### src/rtl/pti_pkg.sv
`default_nettype none

package pti_pkg;

  localparam int MAX_DEGREE = 5;
  localparam int NUM_COEF   = MAX_DEGREE + 1;
  localparam int DEG_W      = 3;
  localparam int CFG_IDX_W  = 3;
  localparam int DIV_W      = 24;

  localparam logic [62:0] AREA_MAX   = 63'h7FFF_FFFF_FFFF_FFFF;
  localparam logic [62:0] HORNER_CAP = 63'h4000_0000_0000_0000;

  typedef logic [CFG_IDX_W-1:0] cfg_idx_t;

  localparam cfg_idx_t REG_DEGREE = 3'd0;
  localparam cfg_idx_t REG_COEF_0 = 3'd1;
  localparam cfg_idx_t REG_COEF_5 = 3'd6;

  typedef logic [3:0] pc_t;

  localparam pc_t ST_LOAD     = 4'd0;
  localparam pc_t ST_CHECK    = 4'd1;
  localparam pc_t ST_DIV      = 4'd2;
  localparam pc_t ST_SETUP    = 4'd3;
  localparam pc_t ST_POINT    = 4'd4;
  localparam pc_t ST_HMUL_LO  = 4'd5;
  localparam pc_t ST_HMUL_HI  = 4'd6;
  localparam pc_t ST_HORNER   = 4'd7;
  localparam pc_t ST_AMUL_LO  = 4'd8;
  localparam pc_t ST_AMUL_HI  = 4'd9;
  localparam pc_t ST_SUM      = 4'd10;
  localparam pc_t ST_EMIT     = 4'd11;
  localparam pc_t ST_WRAP     = 4'd12;

  typedef enum logic [3:0] {
    OP_NOP,
    OP_LOAD,
    OP_DIV,
    OP_SETUP,
    OP_HINIT,
    OP_MUL_LO,
    OP_MUL_HI,
    OP_HORNER,
    OP_SUM,
    OP_EMIT
  } op_t;

  typedef enum logic [3:0] {
    CND_NEXT,
    CND_ALWAYS,
    CND_NO_INPUT,
    CND_BAD,
    CND_DIV_BUSY,
    CND_DEG_ZERO,
    CND_K_MORE,
    CND_PT_MORE,
    CND_OUT_BUSY
  } cnd_t;

  typedef struct packed {
    op_t  op;
    cnd_t cnd;
    logic use_h;
    pc_t  target;
  } ctrl_t;

  // jump to target when the condition holds, else advance one step
  function automatic ctrl_t ucode(pc_t pc);
    ctrl_t w;
    w = '{op: OP_NOP, cnd: CND_ALWAYS, use_h: 1'b0, target: ST_LOAD};
    unique case (pc)
      ST_LOAD:    w = '{op: OP_LOAD,   cnd: CND_NO_INPUT, use_h: 1'b0, target: ST_LOAD};
      ST_CHECK:   w = '{op: OP_NOP,    cnd: CND_BAD,      use_h: 1'b0, target: ST_EMIT};
      ST_DIV:     w = '{op: OP_DIV,    cnd: CND_DIV_BUSY, use_h: 1'b0, target: ST_DIV};
      ST_SETUP:   w = '{op: OP_SETUP,  cnd: CND_NEXT,     use_h: 1'b0, target: ST_LOAD};
      ST_POINT:   w = '{op: OP_HINIT,  cnd: CND_DEG_ZERO, use_h: 1'b0, target: ST_AMUL_LO};
      ST_HMUL_LO: w = '{op: OP_MUL_LO, cnd: CND_NEXT,     use_h: 1'b0, target: ST_LOAD};
      ST_HMUL_HI: w = '{op: OP_MUL_HI, cnd: CND_NEXT,     use_h: 1'b0, target: ST_LOAD};
      ST_HORNER:  w = '{op: OP_HORNER, cnd: CND_K_MORE,   use_h: 1'b0, target: ST_HMUL_LO};
      ST_AMUL_LO: w = '{op: OP_MUL_LO, cnd: CND_NEXT,     use_h: 1'b1, target: ST_LOAD};
      ST_AMUL_HI: w = '{op: OP_MUL_HI, cnd: CND_NEXT,     use_h: 1'b1, target: ST_LOAD};
      ST_SUM:     w = '{op: OP_SUM,    cnd: CND_PT_MORE,  use_h: 1'b0, target: ST_POINT};
      ST_EMIT:    w = '{op: OP_EMIT,   cnd: CND_OUT_BUSY, use_h: 1'b0, target: ST_EMIT};
      ST_WRAP:    w = '{op: OP_NOP,    cnd: CND_ALWAYS,   use_h: 1'b0, target: ST_LOAD};
      default:    w = '{op: OP_NOP,    cnd: CND_ALWAYS,   use_h: 1'b0, target: ST_LOAD};
    endcase
    return w;
  endfunction

  function automatic logic signed [63:0] coef_ext(logic signed [15:0] c);
    return {{40{c[15]}}, c, 8'b0};
  endfunction

endpackage

`default_nettype wire

### src/rtl/pti_cfg_if.sv
`default_nettype none

interface pti_cfg_if;
  logic        valid;
  logic        ready;
  logic [2:0]  index;
  logic [15:0] data;

  modport source (output valid, output index, output data, input ready);
  modport sink   (input valid, input index, input data, output ready);
endinterface

`default_nettype wire

### src/rtl/pti_in_if.sv
`default_nettype none

interface pti_in_if;
  logic               valid;
  logic               ready;
  logic signed [15:0] lower_limit;
  logic signed [15:0] upper_limit;
  logic [10:0]        interval_count;

  modport source (output valid, output lower_limit, output upper_limit,
                  output interval_count, input ready);
  modport sink   (input valid, input lower_limit, input upper_limit,
                  input interval_count, output ready);
endinterface

`default_nettype wire

### src/rtl/pti_out_if.sv
`default_nettype none

interface pti_out_if;
  logic        valid;
  logic        ready;
  logic [62:0] area;
  logic        bad_count;

  modport source (output valid, output area, output bad_count, input ready);
  modport sink   (input valid, input area, input bad_count, output ready);
endinterface

`default_nettype wire

### src/rtl/polynomial_trapezoid_integrator.sv
// Trapezoid-rule area of a configured polynomial (degree up to 5, 16-bit
// integer coefficients) between two signed Q8.8 limits over N intervals.
// cfg_ch: register writes (0 degree, 1..6 coef_0..coef_5); ready whenever
//   out of reset, write only while no request is in flight.
// in_ch: one transaction per request (lower_limit, upper_limit,
//   interval_count). Taken only while the sequencer waits at its load step.
// out_ch: one transaction per request, area (8 fractional bits, saturating)
//   and bad_count (set, area 0, when interval_count is zero).
// Each request is loaded and checked (N zero goes straight to emit), its step
//   size is divided bit-serially, the Horner steps and the area product and
//   sum run for each of the N+1 points, and the result is emitted; the next
//   request is taken once the program wraps back to its load step. One request
//   is worked on at a time; the shared 32x24 multiplier, two passes per
//   product, is run by the control program once per Horner step and per point.
// N above MAX_INTERVALS is clamped to it, and a degree above 5 to 5.
// The result waits in an output register; the next request is taken while
//   it waits, and the program holds at its emit step until that register
//   frees up when the receiver stalls.
// Reset (synchronous, rst_n low) clears the configuration registers, returns
//   the program to its load step and drops the output valid; no clearing pass.
`default_nettype none

module polynomial_trapezoid_integrator
  import pti_pkg::*;
#(
  parameter int MAX_INTERVALS = 1024
) (
  input  logic     clk,
  input  logic     rst_n,
  pti_cfg_if.sink  cfg_ch,
  pti_in_if.sink   in_ch,
  pti_out_if.source out_ch
);

  localparam int N_LIM = (MAX_INTERVALS < 2047) ? MAX_INTERVALS : 2047;
  localparam int CNT_W = $clog2(N_LIM + 1);

  // configuration
  logic [DEG_W-1:0]   deg_r;
  logic signed [15:0] coef_r [NUM_COEF];

  // sequencer
  pc_t   pc_r, pc_nxt;
  ctrl_t ctl;
  logic  cond_hit;

  // datapath
  logic signed [15:0] lo_r;
  logic               h_neg_r;
  logic [CNT_W-1:0]   n_r, i_r;
  logic               bad_r;
  logic [DIV_W-1:0]   dq_r;
  logic [10:0]        rem_r;
  logic [4:0]         dcnt_r;
  logic [23:0]        hm_r;
  logic signed [24:0] x_r;
  logic signed [63:0] acc_r;
  logic [2:0]         k_r;
  logic [86:0]        prod_r;
  logic [62:0]        sum_r;

  logic        out_valid_r;
  logic [62:0] out_area_r;
  logic        out_bad_r;

  logic [DEG_W-1:0]   deg_use;
  logic               in_ready;
  logic               slot_free;
  logic signed [16:0] diff;
  logic [16:0]        diff_neg;
  logic [15:0]        diff_mag;
  logic [CNT_W-1:0]   n_clamp;
  logic [11:0]        div_trial;
  logic [11:0]        div_dsr;
  logic               div_ge;
  logic [11:0]        div_sub;
  logic [24:0]        x_neg;
  logic [23:0]        x_mag;
  logic [63:0]        acc_neg;
  logic [62:0]        acc_mag;
  logic [31:0]        mul_a;
  logic [23:0]        mul_b;
  logic [55:0]        mul_p;
  logic [70:0]        hq;
  logic [62:0]        hm_cap;
  logic               h_sign;
  logic signed [63:0] m_signed;
  logic signed [63:0] acc_new;
  logic               pt_edge;
  logic [70:0]        aq;
  logic [62:0]        term;
  logic [63:0]        sadd;
  logic signed [24:0] h_s;

  assign ctl       = ucode(pc_r);
  assign deg_use   = (deg_r > DEG_W'(MAX_DEGREE)) ? DEG_W'(MAX_DEGREE) : deg_r;
  assign in_ready  = (ctl.op == OP_LOAD) && rst_n;
  assign slot_free = !out_valid_r || out_ch.ready;

  assign in_ch.ready    = in_ready;
  assign cfg_ch.ready   = rst_n;
  assign out_ch.valid     = out_valid_r;
  assign out_ch.area      = out_area_r;
  assign out_ch.bad_count = out_bad_r;

  // step size: |upper - lower| * 256, divided restoring style below
  assign diff     = {in_ch.upper_limit[15], in_ch.upper_limit}
                  - {in_ch.lower_limit[15], in_ch.lower_limit};
  assign diff_neg = -diff;
  assign diff_mag = diff[16] ? diff_neg[15:0] : diff[15:0];
  assign n_clamp  = (in_ch.interval_count > 11'(N_LIM)) ? CNT_W'(N_LIM)
                                                        : CNT_W'(in_ch.interval_count);

  assign div_trial = {rem_r, dq_r[DIV_W-1]};
  assign div_dsr   = 12'(n_r);
  assign div_ge    = (div_trial >= div_dsr);
  assign div_sub   = div_trial - div_dsr;

  assign x_neg   = -x_r;
  assign x_mag   = x_r[24] ? x_neg[23:0] : x_r[23:0];
  assign acc_neg = -acc_r;
  assign acc_mag = acc_r[63] ? acc_neg[62:0] : acc_r[62:0];

  // one 32x24 multiplier, low half of |acc| first, then the high half
  assign mul_a = (ctl.op == OP_MUL_HI) ? {1'b0, acc_mag[62:32]} : acc_mag[31:0];
  assign mul_b = ctl.use_h ? hm_r : x_mag;
  assign mul_p = 56'(mul_a) * 56'(mul_b);

  assign hq       = prod_r[86:16];
  assign hm_cap   = (hq > 71'(HORNER_CAP)) ? HORNER_CAP : hq[62:0];
  assign h_sign   = acc_r[63] ^ x_r[24];
  assign m_signed = h_sign ? -$signed({1'b0, hm_cap}) : $signed({1'b0, hm_cap});
  assign acc_new  = m_signed + coef_ext(coef_r[k_r - 3'd1]);

  // end points carry half weight
  assign pt_edge = (i_r == '0) || (i_r == n_r);
  assign aq      = pt_edge ? {1'b0, prod_r[86:17]} : prod_r[86:16];
  assign term    = (aq > 71'(AREA_MAX)) ? AREA_MAX : aq[62:0];
  assign sadd    = {1'b0, sum_r} + {1'b0, term};
  assign h_s     = h_neg_r ? -$signed({1'b0, hm_r}) : $signed({1'b0, hm_r});

  always_comb begin
    case (ctl.cnd)
      CND_NEXT:     cond_hit = 1'b0;
      CND_ALWAYS:   cond_hit = 1'b1;
      CND_NO_INPUT: cond_hit = !in_ch.valid;
      CND_BAD:      cond_hit = bad_r;
      CND_DIV_BUSY: cond_hit = (dcnt_r != '0);
      CND_DEG_ZERO: cond_hit = (deg_use == '0);
      CND_K_MORE:   cond_hit = (k_r != 3'd1);
      CND_PT_MORE:  cond_hit = (i_r != n_r);
      CND_OUT_BUSY: cond_hit = !slot_free;
      default:      cond_hit = 1'b1;
    endcase
    pc_nxt = cond_hit ? ctl.target : pc_r + pc_t'(1);
  end

  always_ff @(posedge clk) begin
    if (!rst_n) begin
      pc_r <= ST_LOAD;
    end else begin
      pc_r <= pc_nxt;
    end
  end

  always_ff @(posedge clk) begin
    if (!rst_n) begin
      deg_r <= '0;
      for (int c = 0; c < NUM_COEF; c++) begin
        coef_r[c] <= '0;
      end
    end else if (cfg_ch.valid) begin
      case (cfg_ch.index) inside
        REG_DEGREE: begin
          deg_r <= cfg_ch.data[DEG_W-1:0];
        end
        [REG_COEF_0:REG_COEF_5]: begin
          coef_r[cfg_ch.index - REG_COEF_0] <= cfg_ch.data;
        end
        default: ;
      endcase
    end
  end

  always_ff @(posedge clk) begin
    if (!rst_n) begin
      out_valid_r <= 1'b0;
    end else if (ctl.op == OP_EMIT && slot_free) begin
      out_valid_r <= 1'b1;
    end else if (out_ch.ready) begin
      out_valid_r <= 1'b0;
    end
  end

  always_ff @(posedge clk) begin
    case (ctl.op)
      OP_LOAD: begin
        if (in_ch.valid) begin
          lo_r    <= in_ch.lower_limit;
          h_neg_r <= diff[16];
          n_r     <= n_clamp;
          bad_r   <= (in_ch.interval_count == '0);
          dq_r    <= {diff_mag, 8'b0};
          rem_r   <= '0;
          dcnt_r  <= 5'(DIV_W - 1);
          sum_r   <= '0;
        end
      end
      OP_DIV: begin
        rem_r  <= div_ge ? div_sub[10:0] : div_trial[10:0];
        dq_r   <= {dq_r[DIV_W-2:0], div_ge};
        dcnt_r <= dcnt_r - 5'd1;
      end
      OP_SETUP: begin
        hm_r <= dq_r;
        x_r  <= {lo_r[15], lo_r, 8'b0};
        i_r  <= '0;
      end
      OP_HINIT: begin
        acc_r <= coef_ext(coef_r[deg_use]);
        k_r   <= deg_use;
      end
      OP_MUL_LO: begin
        prod_r <= 87'(mul_p);
      end
      OP_MUL_HI: begin
        prod_r <= prod_r + {mul_p[54:0], 32'b0};
      end
      OP_HORNER: begin
        acc_r <= acc_new;
        k_r   <= k_r - 3'd1;
      end
      OP_SUM: begin
        sum_r <= sadd[63] ? AREA_MAX : sadd[62:0];
        i_r   <= i_r + CNT_W'(1);
        x_r   <= x_r + h_s;
      end
      OP_EMIT: begin
        if (slot_free) begin
          out_area_r <= sum_r;
          out_bad_r  <= bad_r;
        end
      end
      default: ;
    endcase
  end

  a_bad_zero: assert property (@(posedge clk) disable iff (!rst_n)
    (out_valid_r && out_bad_r) |-> (out_area_r == '0))
    else $error("bad_count result with nonzero area");

  a_rem_below: assert property (@(posedge clk) disable iff (!rst_n)
    (pc_r == ST_DIV) |-> (rem_r < 11'(n_r)))
    else $error("division remainder not below divisor");

  a_pt_range: assert property (@(posedge clk) disable iff (!rst_n)
    (pc_r >= ST_POINT && pc_r <= ST_SUM) |-> (i_r <= n_r))
    else $error("point index beyond interval count");

  a_k_range: assert property (@(posedge clk) disable iff (!rst_n)
    (pc_r >= ST_HMUL_LO && pc_r <= ST_HORNER) |-> (k_r != 3'd0 && k_r <= 3'(MAX_DEGREE)))
    else $error("Horner step count out of range");

  a_emit_valid: assert property (@(posedge clk) disable iff (!rst_n)
    (ctl.op == OP_EMIT && slot_free) |=> out_valid_r)
    else $error("emitted result not presented");

endmodule

`default_nettype wire

### src/flat_wrapper.sv
// flat-port wrapper written by rule: the top's interface ports become plain ports
module polynomial_trapezoid_integrator_flat import pti_pkg::*;
#(
  parameter int MAX_INTERVALS = 1024
)
  (clk, rst_n, cfg_ch_valid, cfg_ch_index, cfg_ch_data, cfg_ch_ready, in_ch_valid, in_ch_lower_limit, in_ch_upper_limit, in_ch_interval_count, in_ch_ready, out_ch_valid, out_ch_area, out_ch_bad_count, out_ch_ready);
  pti_cfg_if cfg_ch_i ();
  pti_in_if in_ch_i ();
  pti_out_if out_ch_i ();
  input  logic clk;
  input  logic rst_n;
  input wire logic [$bits(cfg_ch_i.valid)-1:0] cfg_ch_valid;
  input wire logic [$bits(cfg_ch_i.index)-1:0] cfg_ch_index;
  input wire logic [$bits(cfg_ch_i.data)-1:0] cfg_ch_data;
  output wire logic [$bits(cfg_ch_i.ready)-1:0] cfg_ch_ready;
  input wire logic [$bits(in_ch_i.valid)-1:0] in_ch_valid;
  input wire logic [$bits(in_ch_i.lower_limit)-1:0] in_ch_lower_limit;
  input wire logic [$bits(in_ch_i.upper_limit)-1:0] in_ch_upper_limit;
  input wire logic [$bits(in_ch_i.interval_count)-1:0] in_ch_interval_count;
  output wire logic [$bits(in_ch_i.ready)-1:0] in_ch_ready;
  output wire logic [$bits(out_ch_i.valid)-1:0] out_ch_valid;
  output wire logic [$bits(out_ch_i.area)-1:0] out_ch_area;
  output wire logic [$bits(out_ch_i.bad_count)-1:0] out_ch_bad_count;
  input wire logic [$bits(out_ch_i.ready)-1:0] out_ch_ready;
  assign cfg_ch_i.valid = cfg_ch_valid;
  assign cfg_ch_i.index = cfg_ch_index;
  assign cfg_ch_i.data = cfg_ch_data;
  assign cfg_ch_ready = cfg_ch_i.ready;
  assign in_ch_i.valid = in_ch_valid;
  assign in_ch_i.lower_limit = in_ch_lower_limit;
  assign in_ch_i.upper_limit = in_ch_upper_limit;
  assign in_ch_i.interval_count = in_ch_interval_count;
  assign in_ch_ready = in_ch_i.ready;
  assign out_ch_valid = out_ch_i.valid;
  assign out_ch_area = out_ch_i.area;
  assign out_ch_bad_count = out_ch_i.bad_count;
  assign out_ch_i.ready = out_ch_ready;
  polynomial_trapezoid_integrator #(.MAX_INTERVALS(MAX_INTERVALS)) u_core (.clk(clk), .rst_n(rst_n), .cfg_ch(cfg_ch_i), .in_ch(in_ch_i), .out_ch(out_ch_i));
endmodule
### config.mk
export PLATFORM = sky130hd
export DESIGN_NAME = polynomial_trapezoid_integrator_flat
export DESIGN_NICKNAME = d
export VERILOG_FILES = /design/src/rtl/pti_pkg.sv /design/src/rtl/pti_cfg_if.sv /design/src/rtl/pti_in_if.sv /design/src/rtl/pti_out_if.sv /design/src/rtl/polynomial_trapezoid_integrator.sv /design/src/flat_wrapper.sv
export SDC_FILE = /design/constraint.sdc
export NUM_CORES = 2
export LEC_CHECK = 0
export ABC_CLOCK_PERIOD_IN_PS = 13100
export BUFFER_PORTS_ARGS = -buffer_cell sky130_fd_sc_hd__buf_2
export CORE_UTILIZATION = 38
export DETAILED_ROUTE_END_ITERATION = 12
export GPL_ROUTABILITY_DRIVEN = 1
export GPL_TIMING_DRIVEN = 0
export SETUP_SLACK_MARGIN = 0.2
export SKIP_LAST_GASP = 1
export SYNTH_ARGS = -nofsm -noshare
export SYNTH_HDL_FRONTEND = slang
export SYNTH_SLANG_ARGS = --single-unit
### constraint.sdc
create_clock -name clk -period 13.1 [get_ports clk]
set_input_delay 2.62 -clock clk [delete_from_list [all_inputs] [get_ports clk]]
set_output_delay 2.62 -clock clk [all_outputs]
set_load 0.005 [all_outputs]
Yosys cells after proc, flatten, opt, wreduce, memory -nomap -nowiden
Memory sizes are Yosys's and may differ from the RTL's. A register that Yosys moved wholly into a read port is not among the register bits.
Index checks and enable logic that the tools add are counted.
W data, S select, Z words.
- register bits after elaboration: 418
- bits in writable memories: 96
- ROM bits: 208
- bits of input ports: 67
- output and inout bits: 67
- logic and storage cells: 132
- memories: 2
- memory list (name ; words ; bits a word ; rd ports ; clocked after memory_dff ; wr ports ; line ; RTL):
    (no name shown) ; 16 ; 13 ; 1 ; 1 ; 0 ; pti_pkg.sv:72 ; unique case (pc)
    u_core.coef_r ; 6 ; 16 ; 2 ; 0 ; 6 ; polynomial_trapezoid_integrator.sv:40 ; logic signed [15:0] coef_r [NUM_COEF];
- $add $sub $neg: 16
- $mul: 1
- $lt $le $gt $ge: 7
- equality and inequality tests: 20
- muxes and demuxes: 40
- bitwise operators: 1
- reduce and logical (&&, ||, !) cells: 26
- operators by type and width (cell ; count):
    $mux W63 ; 5
    $pmux W87 S2 ; 1
    $gt A71 B63 Y1 const B ; 2
    $pmux W64 S2 ; 1
    $pmux W63 S2 ; 1
    $add A87 B87 Y87 ; 1
    $mux W24 ; 3
    $mux W71 ; 1
    $add A63 B63 Y64 ; 1
    $add A64 B24 Y64 ; 1
    $mux W64 ; 1
    $neg A63 Y64 ; 1
    $neg A63 Y63 ; 1
    $mul A32 B24 Y56 ; 1
    $pmux W25 S2 ; 1
    $pmux W24 S2 ; 1
    $pmux W11 S2 ; 2
    $eq A4 B3 Y1 const B ; 8
    $mux W16 ; 2
    $mux W32 ; 1
    $add A25 B25 Y25 ; 1
    $mux W25 ; 1
    $neg A24 Y25 ; 1
    $neg A24 Y24 ; 1
    38 further kinds ; 71

Depth between registers and ports, before layout
- depth after elaboration: 9
- gate-level depth with buffers: 49
- depth with buffers taken out: 46

Worst setup path before layout
Ideal clock, no wire load.
- kind: register to register
- from: register u_core.acc_r[2]
- to: register u_core.prod_r[83], data pin
- library setup time: 0.257 ns
- data arrival time: 11.005 ns
- required time: 12.843 ns
- path slack: 1.838 ns
- cell stages (with the launch flop): 42
- path buffers: 0
- period minus slack after synthesis: 11.262 ns
- cell sequence: edfxtp_1 > nor4_2 > nand4b_1 > nor4_1 > nand2_1 > or3_1 > nor3b_1 > o22ai_1 > a211oi_2 > nand2_1 > fa_1 > inv_1 > fa_1 > inv_1 > fa_1 > inv_1 > fa_1 > fa_1 > [6 not listed] > o21a_1 > a311o_1 > a31oi_1 > a211oi_1 > o21a_1 > a21boi_0 > xnor2_1 > ha_1 > a21o_1 > a21o_1 > a21o_1 > a21o_1 > a221o_1 > a2111oi_0 > a21oi_1 > a21boi_1 > a2111o_1 > o21ai_1
- word-level cells in the longest chain between the ends: 6
- RTL lines (what ; line ; RTL):
    from (decl) ; polynomial_trapezoid_integrator.sv:57 ; logic signed [63:0] acc_r;
    from (signal assigned) ; polynomial_trapezoid_integrator.sv:220 ; acc_r <= coef_ext(coef_r[deg_use]);
    from (signal assigned) ; polynomial_trapezoid_integrator.sv:230 ; acc_r <= acc_new;
    $neg A63 Y63 ; polynomial_trapezoid_integrator.sv:121 ; assign acc_neg = -acc_r;
    $mux W63 (*) ; polynomial_trapezoid_integrator.sv:122 ; assign acc_mag = acc_r[63] ? acc_neg[62:0] : acc_r[62:0];
    $mux W32 (*) ; polynomial_trapezoid_integrator.sv:125 ; assign mul_a = (ctl.op == OP_MUL_HI) ? {1'b0, acc_mag[62:32]} : acc_mag[31:0];
    $mul A32 B24 Y56 (*) ; polynomial_trapezoid_integrator.sv:127 ; assign mul_p = 56'(mul_a) * 56'(mul_b);
    $add A87 B87 Y87 (*) ; polynomial_trapezoid_integrator.sv:227 ; prod_r <= prod_r + {mul_p[54:0], 32'b0};
    $pmux W87 S2 (*) ; polynomial_trapezoid_integrator.sv:196 ; case (ctl.op)
    to (signal assigned) ; polynomial_trapezoid_integrator.sv:224 ; prod_r <= 87'(mul_p);
    to (signal assigned) ; polynomial_trapezoid_integrator.sv:227 ;
    to (decl) ; polynomial_trapezoid_integrator.sv:59 ; logic [86:0] prod_r;
Mark *: on every way between the ends. The rest lies on a longest branch, timed or not.
A chain may end at the register's enable or synchronous reset.

Final worst setup path
- from: register u_core.acc_r[6]
- to: register u_core.prod_r[81], data pin
The elaborated chain is that of the path after synthesis.

==> results.md <==
* GRT Total Usage at 26.9%
* Critical Path AT at 12.89 ns
* FP Rows at 150
* Crit path max fanout at 10
* Largest family of logic cells by synthesized area: adder cells
* Layout cells sized above 1 at 7.77%
* Vias in the first global route at 53.4k
* Crit. Startpoint: u_core.acc_r[6]
* TritonCTS buffer count at 54
* DPL Wire Length at ~190 mm
* Die Y at ~410 um
* Critical path data required time at 13.45 ns
* Post-synth net total at 8,345
* R2R setup slack at between 0.5 and 0.6 ns
* GR Overflow Total at 0
* Reg2reg start: u_core.acc_r[6]
* CTS clk-pin slew, worst paths at 0.07 ns
* Post-CTS Hold Buffers at 0
* Max-slew headroom at the worst pin at -0.717%
* WL final at 232 mm
* Max-cap violations at 1
* Clock root buffer: clkbuf_16
* Worst Path Buf+Inv at 5
* Largest net degree at the start of global routing at 68
* Initial antenna violation count at 9
* Post-synthesis sequential area ratio at 25.0%
* First drt pass iteration count at 6
* Post-route ant nets at 0
* CORE AREA at around 170,000 um2
* Syn_area_per_cell at between 8 and 9 um2
* Fin crit share at about 96%
* DRC at 0
* Max clock buf depth at 3
* Ys flop type: edfxtp_1
* Most common cell after layout, fill and taps aside: nand2_1
* Vias per cell at 5.68
* Post-synth EDFFs at 522
* Synth Instances at 7,186
* Syn Std Cell Area at 64,400 um2
* Starting Density at 38.4%
* Fmax at about 0.08 GHz
* Worst Setup End Kind: flop
* Worst slew pin tran at 1.50 ns
* H-tree depth at 2
* Gpl congestion at 0.985
* Status: finished, violations left
* Startpoint types: flop
* Delay-heaviest family, CP: adder cells
* Adder-Cell Fraction of Synth Area at 29.0%
* IO buf count at 132
* Number of warnings issued by yosys at 0
* CP dominant cell by count: fa_1
* Via count at 55.0k
* Top Metal Used: met4
* Area Overhead vs Synth at 10.4%
* Post-Synth Simple-Gate Area at 16.8%
* Mux share of post-synthesis cell area at 2.73%
* Failing checks: capacitance limit, slew limit
* Min-delay src: u_core.dq_r[4]
* Commonest non-fill, non-tap cells in the layout: nand2_1 (955), inv_1 (860), nor2_1 (700)
* Worst path slowest cell: a211oi_4
* Met3 WL at 19.0 mm
* Yosys reg bits at 543
* Die area at 171,000 um2
* CTS sink count at 543
* Routed length on met1 at 98.0 mm
* CP Class: reg2reg
* Clock Latency Late Sink at 0.67 ns
* Drt wl/cell at 24.0 um
* Unrepaired setup endpoints after global routing: yes
* Netlist cell types at 96
* Crit path largest cell delay at 0.60 ns
* Post-Route Utilization at 42.4%
* First-iteration detailed-routing DRC count at 5,848
* Setup Skew at between 0.05 and 0.06 ns
* First-pass GRT wire length at 344 mm
* Max Slew Vio Count at 9
* CTS tree: built
* IO Count at approximately 130
* Fraction of the mapped netlist area in compound gates at 14.5%
* Worst hold path class: reg2reg
* Net count, final at 8,590
* DR WL met2 at 103 mm
* Final setup violation count at 0
* Fin crit period at approximately 13 ns
* Final hold vios at 0
* Post-synth ARST share at 0%
* Die W at 414 um
* Synth Area in XOR/XNOR at 4.82%
## kinds of logic after synthesis
| kind of cell | count (synthesis) |
|---|---|
| DFF | 543 |
| xor gates and xnor gates | 354 |
| muxes | 115 |
| AOI/OAI and AO/OA | 1446 |
| and+or+nand+nor | 2417 |
| buffers and inverters | 1219 |
| adders and majority gates | 1092 |
## stage by stage
step                      worst slack (ns)  TNS [ns]  cell area, um2  hold slack [ns]  std cells
after global routing                0.0942         0           71000            0.460       9681
after global placement               -2.75    -54.01           67800            0.424       9522
after detailed placement             -2.47    -44.53           68100            0.429       9537
final                                0.562         0           71000            0.445       9682
after CTS                            0.215         0           70500            0.442       9657
after floorplan                       1.84         0           64400            0.417       7186
## synth_stat cells (72+ instances only)
| master | n | share of area, % |
|---|---|---|
| nand3_1 | 155 | 1.2 |
| nor3_1 | 109 | 0.85 |
| ha_1 | 428 | 8.3 |
| clkbuf_1 | 314 | 1.8 |
| inv_1 | 860 | 5.0 |
| xor2_1 | 158 | 2.2 |
| nor2b_1 | 72 | 0.70 |
| edfxtp_1 | 522 | 24 |
| nand2_1 | 959 | 5.6 |
| xnor2_1 | 196 | 2.7 |
| o21ai_0 | 265 | 2.1 |
| fa_1 | 664 | 21 |
| a21oi_1 | 411 | 3.2 |
| nor2_1 | 706 | 4.1 |
| a21o_1 | 173 | 2.0 |
| and2_1 | 91 | 0.88 |
## cell type report
cell class,count,area (um2)
Fill cell,16500,96600
Multi-Input combinational cell,5424,44300
Sequential cell,543,16100
Inverter,861,3230
Tap cell,2204,2760
Buffer,357,1520
Clock buffer,60,1430
Timing Repair Buffer,190,1290
Clock inverter,41,420
Antenna cell,2,5.00
## state kept, by name (all words and copies together), names as in the netlist
register                 cells
u_core.hm_r                 24
u_core.sum_r                63
u_core.n_r                  11
u_core.x_r                  25
u_core.i_r                  11
u_core.rem_r                11
u_core.pc_r                  4
u_core.k_r                   3
u_core.dcnt_r                5
u_core.coef_r              128
u_core.bad_r                 1
u_core.acc_r                64
u_core.out_ch.area          63
u_core.h_neg_r               1
u_core.deg_r                 3
u_core.out_ch.valid          1
u_core.ctl                  13
u_core.dq_r                 24
u_core.lo_r                 16
u_core.prod_r               71
u_core.out_ch.bad_count      1
## layer usage
layer / global-route usage (%) / vias to the layer above
li1: - / 24900
met1: 36.9 / 27200
met2: 41.8 / 2498
met3: 4.53 / 443
met4: 11.5 / 0
met5: 0 / -
## timing repair
| item | 4_1_cts | 5_1_grt |
|---|---|---|
| pin swaps | 10 | 18 |
| setup buffers | 19 | 22 |
| gates resized for setup | 99 | 138 |
| setup endpoints to repair | 33 | 18 |
## final timing paths
check / to / cells past startpoint
setup / recovery: u_core.prod_r[81] / 39
hold / removal: u_core.hm_r[4] / 0
setup reg to reg: u_core.prod_r[81] / 39
hold reg to reg: u_core.hm_r[4] / 0
Power is not shown: default switching activity piles up to over one toggle a cycle in this logic, so the estimate is an artifact.
